==> config.mk <==
export PLATFORM = sky130hd
export DESIGN_NAME = dns_name_label_copier_core_flat
export DESIGN_NICKNAME = d
export VERILOG_FILES = /design/src/hw/rtl/dnlc_pkg.sv /design/src/hw/rtl/dnlc_ifs.sv /design/src/hw/rtl/dnlc_in_stage.sv /design/src/hw/rtl/dnlc_parse_stage.sv /design/src/hw/rtl/dns_name_label_copier_core.sv /design/src/flat_wrapper.sv
export SDC_FILE = /design/constraint.sdc
export NUM_CORES = 1
export LEC_CHECK = 0
export BUFFER_PORTS_ARGS = -buffer_cell sky130_fd_sc_hd__buf_2
export CAP_MARGIN = 20
export CORE_ASPECT_RATIO = 1.25
export CORE_UTILIZATION = 50
export CTS_BUF_LIST = sky130_fd_sc_hd__clkbuf_4
export CTS_CLUSTER_SIZE = 16
export DETAILED_ROUTE_END_ITERATION = 10
export GPL_TIMING_DRIVEN = 0
export PLACE_DENSITY = 0.7
export RECOVER_POWER = 50
export SLEW_MARGIN = 10
export SYNTH_ARGS = -nofsm -noshare
export SYNTH_HDL_FRONTEND = slang
export SYNTH_SLANG_ARGS = --single-unit
==> constraint.sdc <==
create_clock -name clk_i -period 4.1 [get_ports clk_i]
set_input_delay 0.205 -clock clk_i [delete_from_list [all_inputs] [get_ports clk_i]]
set_output_delay 0.205 -clock clk_i [all_outputs]
set_load 0.1 [all_outputs]
==> src/hw/rtl/dnlc_pkg.sv <==
// Shared types and constants for the DNS name label copier.
`timescale 1ns / 1ps
`default_nettype none

package dnlc_pkg;

  // Longest label that a length octet may announce
  localparam logic [7:0] LABEL_MAX = 8'd63;

  // Reset value of the name length limit
  localparam logic [7:0] MAX_NAME_LEN_RST = 8'd255;

  // Parser modes, one-hot
  typedef enum logic [2:0] {
    MODE_IDLE  = 3'b001,
    MODE_LEN   = 3'b010,
    MODE_LABEL = 3'b100
  } parse_mode_e;

  // Result status codes
  typedef enum logic [2:0] {
    ST_BUSY   = 3'd0,
    ST_OK     = 3'd1,
    ST_OOB    = 3'd2,
    ST_OVF    = 3'd3,
    ST_BADLEN = 3'd4
  } status_e;

  // One input word
  typedef struct packed {
    logic [7:0] msg_byte;
    logic       name_start;
    logic       message_last;
  } in_item_t;

  // One result word
  typedef struct packed {
    logic [7:0] copy_byte;
    logic       copy_valid;
    logic       name_done;
    status_e    status_code;
    logic [7:0] name_length;
  } out_item_t;

endpackage

`default_nettype wire

==> src/hw/rtl/dnlc_ifs.sv <==
// Valid/ready channel interfaces for the input bytes and the parse results.
`timescale 1ns / 1ps
`default_nettype none

interface dnlc_in_if;
  logic       valid;
  logic       ready;
  logic [7:0] msg_byte;
  logic       name_start;
  logic       message_last;

  modport source (output valid, output msg_byte, output name_start, output message_last,
                  input ready);
  modport sink   (input valid, input msg_byte, input name_start, input message_last,
                  output ready);
endinterface

interface dnlc_out_if;
  logic       valid;
  logic       ready;
  logic [7:0] copy_byte;
  logic       copy_valid;
  logic       name_done;
  logic [2:0] status_code;
  logic [7:0] name_length;

  modport source (output valid, output copy_byte, output copy_valid, output name_done,
                  output status_code, output name_length, input ready);
  modport sink   (input valid, input copy_byte, input copy_valid, input name_done,
                  input status_code, input name_length, output ready);
endinterface

`default_nettype wire

==> src/hw/rtl/dnlc_in_stage.sv <==
// Input register stage: holds one accepted word for the parse stage.
`timescale 1ns / 1ps
`default_nettype none

module dnlc_in_stage (
  input  wire logic              clk_i,
  input  wire logic              rst_ni,
  input  wire logic              in_valid_i,
  output logic                   in_ready_o,
  input  wire dnlc_pkg::in_item_t in_item_i,
  output logic                   out_valid_o,
  input  wire logic              out_ready_i,
  output dnlc_pkg::in_item_t     out_item_o
);
  import dnlc_pkg::*;

  logic     valid_q;
  in_item_t item_q;

  // Free when empty or when the held word moves on this cycle
  assign in_ready_o = !valid_q || out_ready_i;

  // Occupancy flag
  always_ff @(posedge clk_i or negedge rst_ni) begin
    if (!rst_ni) begin
      valid_q <= 1'b0;
    end else if (in_ready_o) begin
      valid_q <= in_valid_i;
    end
  end

  // Payload, no reset
  always_ff @(posedge clk_i) begin
    if (in_ready_o && in_valid_i) begin
      item_q <= in_item_i;
    end
  end

  assign out_valid_o = valid_q;
  assign out_item_o  = item_q;

endmodule

`default_nettype wire

==> src/hw/rtl/dnlc_parse_stage.sv <==
// Parse stage: name walker state, per-byte checks and the result register.
`timescale 1ns / 1ps
`default_nettype none

module dnlc_parse_stage (
  input  wire logic               clk_i,
  input  wire logic               rst_ni,
  input  wire logic               item_valid_i,
  output logic                    item_ready_o,
  input  wire dnlc_pkg::in_item_t item_i,
  input  wire logic [7:0]         max_name_len_i,
  output logic                    res_valid_o,
  input  wire logic               res_ready_i,
  output dnlc_pkg::out_item_t     res_o
);
  import dnlc_pkg::*;

  parse_mode_e mode_q, mode_d, mode_cur;
  logic [5:0]  lab_rem_q, lab_rem_d, lab_rem_cur, lab_dec;
  logic [8:0]  run_len_q, run_len_d, run_len_cur;
  logic [9:0]  sum_hdr, sum_lab, limit;
  logic        res_valid_q;
  out_item_t   res_q, res_d;
  logic        adv;

  // Result register free when empty or being taken
  assign item_ready_o = !res_valid_q || res_ready_i;
  assign adv          = item_valid_i && item_ready_o;

  // A name start restarts the walk with this byte
  assign mode_cur    = item_i.name_start ? MODE_LEN : mode_q;
  assign lab_rem_cur = item_i.name_start ? 6'd0 : lab_rem_q;
  assign run_len_cur = item_i.name_start ? 9'd0 : run_len_q;

  assign sum_hdr = {1'b0, run_len_cur} + 10'd1;
  assign sum_lab = sum_hdr + {2'b00, item_i.msg_byte};
  assign limit   = {2'b00, max_name_len_i};
  assign lab_dec = lab_rem_cur - 6'd1;

  // Per-byte step
  always_comb begin
    mode_d    = mode_cur;
    lab_rem_d = lab_rem_cur;
    run_len_d = run_len_cur;
    res_d     = '{copy_byte: 8'd0, copy_valid: 1'b0, name_done: 1'b0,
                  status_code: ST_BUSY, name_length: 8'd0};
    case (mode_cur)
      MODE_LEN: begin
        if (item_i.msg_byte == 8'd0) begin
          // terminator: success
          mode_d            = MODE_IDLE;
          run_len_d         = sum_hdr[8:0];
          res_d.copy_valid  = 1'b1;
          res_d.name_done   = 1'b1;
          res_d.status_code = ST_OK;
          res_d.name_length = sum_hdr[7:0];
        end else if (item_i.msg_byte > LABEL_MAX) begin
          mode_d            = MODE_IDLE;
          lab_rem_d         = 6'd0;
          res_d.name_done   = 1'b1;
          res_d.status_code = ST_BADLEN;
        end else if (sum_hdr >= limit) begin
          mode_d            = MODE_IDLE;
          lab_rem_d         = 6'd0;
          res_d.name_done   = 1'b1;
          res_d.status_code = ST_OVF;
        end else if (sum_lab >= limit) begin
          mode_d            = MODE_IDLE;
          lab_rem_d         = 6'd0;
          run_len_d         = sum_lab[8:0];
          res_d.name_done   = 1'b1;
          res_d.status_code = ST_OVF;
        end else if (item_i.message_last) begin
          mode_d            = MODE_IDLE;
          lab_rem_d         = 6'd0;
          run_len_d         = sum_lab[8:0];
          res_d.name_done   = 1'b1;
          res_d.status_code = ST_OOB;
        end else begin
          // good length octet: echo it and enter the label
          mode_d           = MODE_LABEL;
          lab_rem_d        = item_i.msg_byte[5:0];
          run_len_d        = sum_lab[8:0];
          res_d.copy_byte  = item_i.msg_byte;
          res_d.copy_valid = 1'b1;
        end
      end
      MODE_LABEL: begin
        if (item_i.message_last) begin
          // terminator can no longer arrive
          mode_d            = MODE_IDLE;
          lab_rem_d         = 6'd0;
          res_d.name_done   = 1'b1;
          res_d.status_code = ST_OOB;
        end else begin
          lab_rem_d        = lab_dec;
          mode_d           = (lab_dec == 6'd0) ? MODE_LEN : MODE_LABEL;
          res_d.copy_byte  = item_i.msg_byte;
          res_d.copy_valid = 1'b1;
        end
      end
      default: begin
        // no name in progress: byte ignored
        mode_d = MODE_IDLE;
      end
    endcase
  end

  // Walker state, updated once per word
  always_ff @(posedge clk_i or negedge rst_ni) begin
    if (!rst_ni) begin
      mode_q    <= MODE_IDLE;
      lab_rem_q <= 6'd0;
      run_len_q <= 9'd0;
    end else if (adv) begin
      mode_q    <= mode_d;
      lab_rem_q <= lab_rem_d;
      run_len_q <= run_len_d;
    end
  end

  // Result register
  always_ff @(posedge clk_i or negedge rst_ni) begin
    if (!rst_ni) begin
      res_valid_q <= 1'b0;
    end else if (item_ready_o) begin
      res_valid_q <= item_valid_i;
    end
  end

  always_ff @(posedge clk_i) begin
    if (adv) begin
      res_q <= res_d;
    end
  end

  assign res_valid_o = res_valid_q;
  assign res_o       = res_q;

endmodule

`default_nettype wire

==> src/hw/rtl/dns_name_label_copier_core.sv <==
// Top level of the DNS name label copier: channels, limit register and checks.
//
// Usage: message bytes enter on in_ch, one word per byte, with name_start on the
// first length octet of a name and message_last on the final byte of the message.
// Each accepted word gives exactly one result word on out_ch: the echoed byte with
// copy_valid when it belongs to the name (terminator included), and name_done with
// a status code when the parse ends (success with the total name length, or an
// error). Bytes outside a name give an all-zero result.
// The user writes the name length limit through cfg_we_i / cfg_wdata_i only while
// the block is idle; the block itself does not enforce this. It resets to 255.
// An accepted input word is taken by the input register, and its result word is
// loaded into the parse stage result register when that register is free.
// Throughput: one word per cycle unless out_ch stalls.
// Reset clears both stages and puts the walker in idle. When the receiver stalls,
// the result register holds its word and the input register takes one more word,
// after which in_ch.ready drops until out_ch moves again.
`timescale 1ns / 1ps
`default_nettype none

module dns_name_label_copier_core (
  input  wire logic   clk_i,
  input  wire logic   rst_ni,
  dnlc_in_if.sink     in_ch,
  dnlc_out_if.source  out_ch,
  input  wire logic   cfg_we_i,
  input  wire logic [7:0] cfg_wdata_i
);
  import dnlc_pkg::*;

  in_item_t   in_item, s1_item;
  out_item_t  res;
  logic       s1_valid, s1_ready;
  logic [7:0] max_len_q;

  // Name length limit register
  always_ff @(posedge clk_i or negedge rst_ni) begin
    if (!rst_ni) begin
      max_len_q <= MAX_NAME_LEN_RST;
    end else if (cfg_we_i) begin
      max_len_q <= cfg_wdata_i;
    end
  end

  assign in_item.msg_byte     = in_ch.msg_byte;
  assign in_item.name_start   = in_ch.name_start;
  assign in_item.message_last = in_ch.message_last;

  dnlc_in_stage u_in_stage (
    .clk_i       (clk_i),
    .rst_ni      (rst_ni),
    .in_valid_i  (in_ch.valid),
    .in_ready_o  (in_ch.ready),
    .in_item_i   (in_item),
    .out_valid_o (s1_valid),
    .out_ready_i (s1_ready),
    .out_item_o  (s1_item)
  );

  dnlc_parse_stage u_parse_stage (
    .clk_i          (clk_i),
    .rst_ni         (rst_ni),
    .item_valid_i   (s1_valid),
    .item_ready_o   (s1_ready),
    .item_i         (s1_item),
    .max_name_len_i (max_len_q),
    .res_valid_o    (out_ch.valid),
    .res_ready_i    (out_ch.ready),
    .res_o          (res)
  );

  assign out_ch.copy_byte   = res.copy_byte;
  assign out_ch.copy_valid  = res.copy_valid;
  assign out_ch.name_done   = res.name_done;
  assign out_ch.status_code = res.status_code;
  assign out_ch.name_length = res.name_length;

`ifndef SYNTHESIS
  // Errors never carry a copied byte
  a_copy_not_error: assert property (@(posedge clk_i) disable iff (!rst_ni)
    (out_ch.valid && out_ch.copy_valid) |->
      (out_ch.status_code == ST_BUSY || out_ch.status_code == ST_OK))
    else $error("copy_valid set on an error result");

  // Done flag and a final status go together
  a_done_status: assert property (@(posedge clk_i) disable iff (!rst_ni)
    out_ch.valid |-> (out_ch.name_done == (out_ch.status_code != ST_BUSY)))
    else $error("name_done does not match status_code");

  // A length is reported only on success
  a_len_on_ok: assert property (@(posedge clk_i) disable iff (!rst_ni)
    (out_ch.valid && out_ch.name_length != 8'd0) |-> (out_ch.status_code == ST_OK))
    else $error("name_length set without success");

  // Input side backs off only while a result is stalled
  a_ready_stall: assert property (@(posedge clk_i) disable iff (!rst_ni)
    !in_ch.ready |-> (out_ch.valid && !out_ch.ready))
    else $error("input stalled without output back-pressure");
`endif

endmodule

`default_nettype wire

==> src/flat_wrapper.sv <==
// flat-port wrapper written by rule: the top's interface ports become plain ports
module dns_name_label_copier_core_flat import dnlc_pkg::*;
  (clk_i, rst_ni, cfg_we_i, cfg_wdata_i, in_ch_valid, in_ch_msg_byte, in_ch_name_start, in_ch_message_last, in_ch_ready, out_ch_valid, out_ch_copy_byte, out_ch_copy_valid, out_ch_name_done, out_ch_status_code, out_ch_name_length, out_ch_ready);
  dnlc_in_if in_ch_i ();
  dnlc_out_if out_ch_i ();
  input  wire logic clk_i;
  input  wire logic rst_ni;
  input  wire logic cfg_we_i;
  input  wire logic [7:0] cfg_wdata_i;
  input wire logic [$bits(in_ch_i.valid)-1:0] in_ch_valid;
  input wire logic [$bits(in_ch_i.msg_byte)-1:0] in_ch_msg_byte;
  input wire logic [$bits(in_ch_i.name_start)-1:0] in_ch_name_start;
  input wire logic [$bits(in_ch_i.message_last)-1:0] in_ch_message_last;
  output wire logic [$bits(in_ch_i.ready)-1:0] in_ch_ready;
  output wire logic [$bits(out_ch_i.valid)-1:0] out_ch_valid;
  output wire logic [$bits(out_ch_i.copy_byte)-1:0] out_ch_copy_byte;
  output wire logic [$bits(out_ch_i.copy_valid)-1:0] out_ch_copy_valid;
  output wire logic [$bits(out_ch_i.name_done)-1:0] out_ch_name_done;
  output wire logic [$bits(out_ch_i.status_code)-1:0] out_ch_status_code;
  output wire logic [$bits(out_ch_i.name_length)-1:0] out_ch_name_length;
  input wire logic [$bits(out_ch_i.ready)-1:0] out_ch_ready;
  assign in_ch_i.valid = in_ch_valid;
  assign in_ch_i.msg_byte = in_ch_msg_byte;
  assign in_ch_i.name_start = in_ch_name_start;
  assign in_ch_i.message_last = in_ch_message_last;
  assign in_ch_ready = in_ch_i.ready;
  assign out_ch_valid = out_ch_i.valid;
  assign out_ch_copy_byte = out_ch_i.copy_byte;
  assign out_ch_copy_valid = out_ch_i.copy_valid;
  assign out_ch_name_done = out_ch_i.name_done;
  assign out_ch_status_code = out_ch_i.status_code;
  assign out_ch_name_length = out_ch_i.name_length;
  assign out_ch_i.ready = out_ch_ready;
  dns_name_label_copier_core u_core (.clk_i(clk_i), .rst_ni(rst_ni), .in_ch(in_ch_i), .out_ch(out_ch_i), .cfg_we_i(cfg_we_i), .cfg_wdata_i(cfg_wdata_i));
endmodule
* Word level (Yosys, flattened, before mapping)
Index checks and enable logic that the tools add are counted. W data, S select, Z words.
Storage, ports and cells: output and inout bits 23, register bits 59, bits of input ports 23, logic and storage cells 64
Cells by class: order comparisons 3, add/sub/neg operators 3, reduce and logical (&&, ||, !) cells 9, muxes and demuxes 33, equal/unequal tests 2
Operators by type and width (count):
- $mux W9 | 9
- $mux W6 | 7
- $pmux W13 S2 | 1
- $mux W3 | 8
- $ge A10 B8 Y1 | 2
- $mux W4 | 4
- $pmux W6 S2 | 1
- $add A10 B8 Y10 | 1
- $add A9 B1 Y10 const B | 1
- $gt A8 B6 Y1 const B | 1
- $logic_not A8 Y1 | 1
- $mux W8 | 1
- $logic_not A6 Y1 | 1
- $pmux W3 S2 | 1
- $sub A6 B1 Y6 const B | 1
- $mux W5 | 1
- $eq A3 B2 Y1 const B | 1
- $eq A3 B3 Y1 const B | 1
- $logic_and A1 B1 Y1 | 2
- $logic_not A1 Y1 | 2
- $logic_or A1 B1 Y1 | 2
- $reduce_and A2 Y1 | 1

* Depth between registers and ports, before layout
depth in word-level cells 9, mapped depth 20, mapped depth without buffers 18

* Cells and area by module
Synthesis repeated with hierarchy kept, for this count alone.
Unflattened totals: cells, all modules 354, area total of the unflattened synthesis 3714.8 um^2
Modules (own cells, without submodules):
- dnlc_parse_stage | sequential area each 1107.3 um^2, area an instance 3019.1 um^2, cells an instance 323, instances 1
- dnlc_in_stage | sequential area each 325.3 um^2, area an instance 354.1 um^2, cells an instance 14, instances 1
- dns_name_label_copier_core | sequential area each 210.2 um^2, area an instance 341.6 um^2, cells an instance 17, instances 1

* Worst setup path before layout
No wires, ideal clock.
path kind register to register, start reg u_core.u_in_stage.item_q (netlist bit u_core.u_in_stage.out_item_o[1]), end reg u_core.u_parse_stage.res_q (netlist bit u_core.u_parse_stage.res_o[14]) (data pin), path buffers 3, arrival 3.476 ns, slack 0.495 ns, cell stages (with the launch flop) 19, required time 3.970 ns, library setup time 0.130 ns, clock period less this slack 3.605 ns, cell sequence edfxtp_1 -> buf_2 -> inv_1 -> clkbuf_1 -> nand2_1 -> inv_1 -> ha_1 -> o21ai_0 -> o21bai_1 -> a21oi_1 -> xnor2_1 -> ha_1 -> a211o_1 -> nor3_1 -> o21a_1 -> o21ai_1 -> nor4_4 -> buf_4 -> o21a_1
RTL lines:
- start: declaration | line dnlc_in_stage.sv:18 | in_item_t item_q;
- start signal: assignment | line dnlc_in_stage.sv:35 | item_q <= in_item_i;
- end signal: assignment | line dnlc_parse_stage.sv:133 | res_q <= res_d;
- end: declaration | line dnlc_parse_stage.sv:23 | out_item_t res_q, res_d;

==> out/metrics.cfg <==
[placement]
dp_hpwl_mm = 6.54
post-place-ws_ns = -0.574
dpl_cell_area_um2 = 4020
place_congestion = 0.889
port_buffers = 45

[power_and_ir_drop]
vdd_drop_max_v = 0.000406
power_uw = 2070
clockPowerShare_pct = 24.2
switching_power_uw = 819
sequentialPowerShare_pct = 37.2
leakage_uw = 0.00192
p_int_uw = 1250
comb_power_share_pct = 38.5
p_sw_share_pct = 39.6
power_density_nw_per_um2 = 456

[run_status]
violations = capacitance limit, slew limit
status = finished, violations left

[logic_synthesis]
ys_async_sr_fraction_pct = 47.5
synth_commonest_cells = 37 x nand2_1, 31 x edfxtp_1, 26 x ha_1, 26 x nor2_1, 25 x o21ai_0
synth_area_um2 = 3680
syn-num-nets = 410
yosys_warnings = 0
synthTopCellsByArea = edfxtp_1 25%, dfrtp_1 13%, ha_1 8.8%, dfstp_2 6.4%, nand2_1 3.8%
avgSynthCellArea_um2 = 10.2
yosysMostFrequentCell = nand2_1
synth-edff-count = 31
ys_seq_area_share_pct = 44.6
syn-instance-count = 360
synth_ff_type = edfxtp_1
ys_seq_elements = 59
synth_cell_types = 69
synth_top_area_share_pct = 25.3
yosys.area.top_type = edfxtp_1

[worst_setup_path]
startpoint_type = register
arrival_ns = 4.20
path_max_fanout = 5
endpoint_kind = register
worstSetupPathType = register to register
required_ns = 4.41

[sta]
max_freq_mhz = 257
slew_headroom_pct = -11.6
period_share_pct = 95.0
drv_slew = 29
fin_tns_setup_ns = 0
fin_skew_ns = 0.0143
rsz0062_at_grt = no
finalSetupViolations = 0
worst_slack_ns = 0.207
whs_ns = 0.0390
hold_violations = 0
worstMarginPinSlew_ns = 1.67
min_period_ns = 3.89

[clock_tree]
cts_tree = yes
clk_path_buf_depth = 2
clockRootBuffer = clkbuf_4
numClockSinks = 59
h-tree-depth = 3
cts_buffers = 9
clkLatencyLatePin_ns = 0.43
path_clk_slew_ns = 0.12

[global_routing]
grt_max_degree = 31
grt_pass1_vias = 3015
antenna_found_initial = 0
gr-total-overflow = 0
gr-usage-all-layers_pct = 26.0
grt_pass1_wl_mm = 15.1

[floorplan]
die_w_um = 78.8
row_count = 34
dieArea_um2 = 7720
die_h_um = 98.0
pin_count = 46
core_um2 = 7060
initial_core_util_pct = 52.2

[finish]
nNetsFinal = 496
design_area_um2 = 4530
post_route_cells_drive_above_1_share_pct = 23.3
antenna_cells = 0
syn_to_final_growth_pct = 23.1

[routing]
drc = 0
drtAntennaViolNets = 0
wire_per_inst_um = 17.4
via_per_inst = 5.77
vias = 3119
drtIter0Drc = 181
wl_mm = 9.43
dr.pass1.iters = 4

[flow_run]
cap_violations = 1

[worst_hold_path]
hp-class = input port to register

## layout make-up
type | instances | area, um^2
plain buffers | 13 | 95.1
fillers | 613 | 2530
clock buffers | 9 | 67.6
clock inverters | 7 | 101
multi-input cells | 266 | 1950
well taps | 90 | 113
repair buffers | 75 | 478
flip-flops and latches | 59 | 1640
inverters | 22 | 86.3
## layer usage
layer / wire [um] / track usage (%) / up-vias
li1: - / - / 1492
met5: 0 / 0 / -
met2: 4810 / 43.5 / 89
met1: 3950 / 33.3 / 1517
met4: 221 / 8.55 / 0
met3: 449 / 5.42 / 21
## state kept, by name, indices dropped and copies added (netlist names)
signal / count
u_core.u_in_stage.out_valid_o: 1
u_core.u_parse_stage.res_valid_o: 1
u_core.u_parse_stage.run_len_q: 9
u_core.max_len_q: 8
u_core.u_parse_stage.res_o: 21
u_core.u_in_stage.out_item_o: 10
u_core.u_parse_stage.mode_q: 3
u_core.u_parse_stage.lab_rem_q: 6
## worst max-delay path, cell delays in order (launching register included)
cell and delay [ns]:
edfxtp_1 0.45, buf_4 0.18, nand2b_4 0.16, ha_1 0.23
fa_1 0.43, a211oi_2 0.23, o21bai_1 0.15, a21oi_2 0.20
xnor2_2 0.12, ha_1 0.22, a211o_1 0.24, nor3_1 0.13
o21a_1 0.20, o21ai_2 0.11, nor4_4 0.38, buf_4 0.23
o21a_1 0.11
## cells by family (layout without fill, tap and decap cells)
| logic type | Yosys count | after routing | synth area share [%] |
|---|---|---|---|
| AO/OA/AOI/OAI | 98 | 98 | 18.7 |
| XOR/XNOR | 15 | 15 | 3.57 |
| adder cells (fa/ha/maj) | 27 | 27 | 9.37 |
| buffers and inverters | 35 | 126 | 4.41 |
| flip-flops | 59 | 59 | 44.6 |
| multiplexers | 5 | 5 | 1.39 |
| AND/OR/NAND/NOR | 121 | 121 | 17.9 |
## placed cells by master (no fill, tap or decap), drive strengths merged, types with 5 or more instances in the layout
| cell | count |
|---|---|
| a21oi | 15 |
| a31o | 5 |
| and2 | 5 |
| buf | 44 |
| clkbuf | 33 |
| dfrtp | 19 |
| dfstp | 9 |
| dlygate4sd3 | 20 |
| edfxtp | 31 |
| ha | 26 |
| inv | 22 |
| nand2 | 37 |
| nand2b | 6 |
| nand3 | 9 |
| nor2 | 27 |
| nor2b | 6 |
| nor3 | 9 |
| o21a | 8 |
| o21ai | 28 |
| xnor2 | 9 |
| xor2 | 6 |
## power by group through the flow
stage	Combinational [uW]	Clock (uW)	Sequential (uW)
after global routing	864	533	778
after floorplan	430	0	887
after global placement	693	0	777
after detailed placement	709	0	780
after CTS	742	510	767
final	796	500	769
## what timing repair did
| action | CTS | global route |
|---|---|---|
| buffers inserted | 1 | 8 |
| gates cloned | 0 | 1 |
| pin swaps | 1 | 5 |
| resized for setup | 7 | 15 |
| endpoints found under the hold margin | 38 | 0 |
| endpoints found under the setup margin | 18 | 15 |
| hold buffers | 20 | 0 |
## path summary, 6_finish.rpt
check	cells past startpoint	endpoint	start	slack, ns
min in group asynchronous	2	u_core.u_parse_stage.lab_rem_q[0]	rst_ni	0.74
worst max-delay path	16	u_core.u_parse_stage.res_o[16]	u_core.u_in_stage.out_item_o[1]	0.21
worst min-delay path	3	u_core.max_len_q[1]	cfg_we_i	0.04
worst max register to register	16	u_core.u_parse_stage.res_o[16]	u_core.u_in_stage.out_item_o[1]	0.21
worst min register to register	2	u_core.max_len_q[6]	u_core.max_len_q[6]	0.56
max in group asynchronous	2	u_core.u_parse_stage.run_len_q[4]	rst_ni	2.40
## per-stage QoR
stage / std cells / util (%)
global route: 541 / 64.2
floorplan: 360 / -
finish: 541 / 64.2
global placement: 495 / 57.0
detailed placement: 495 / 57.0
CTS: 532 / 62.7
Power figures use the tool's default switching activity.
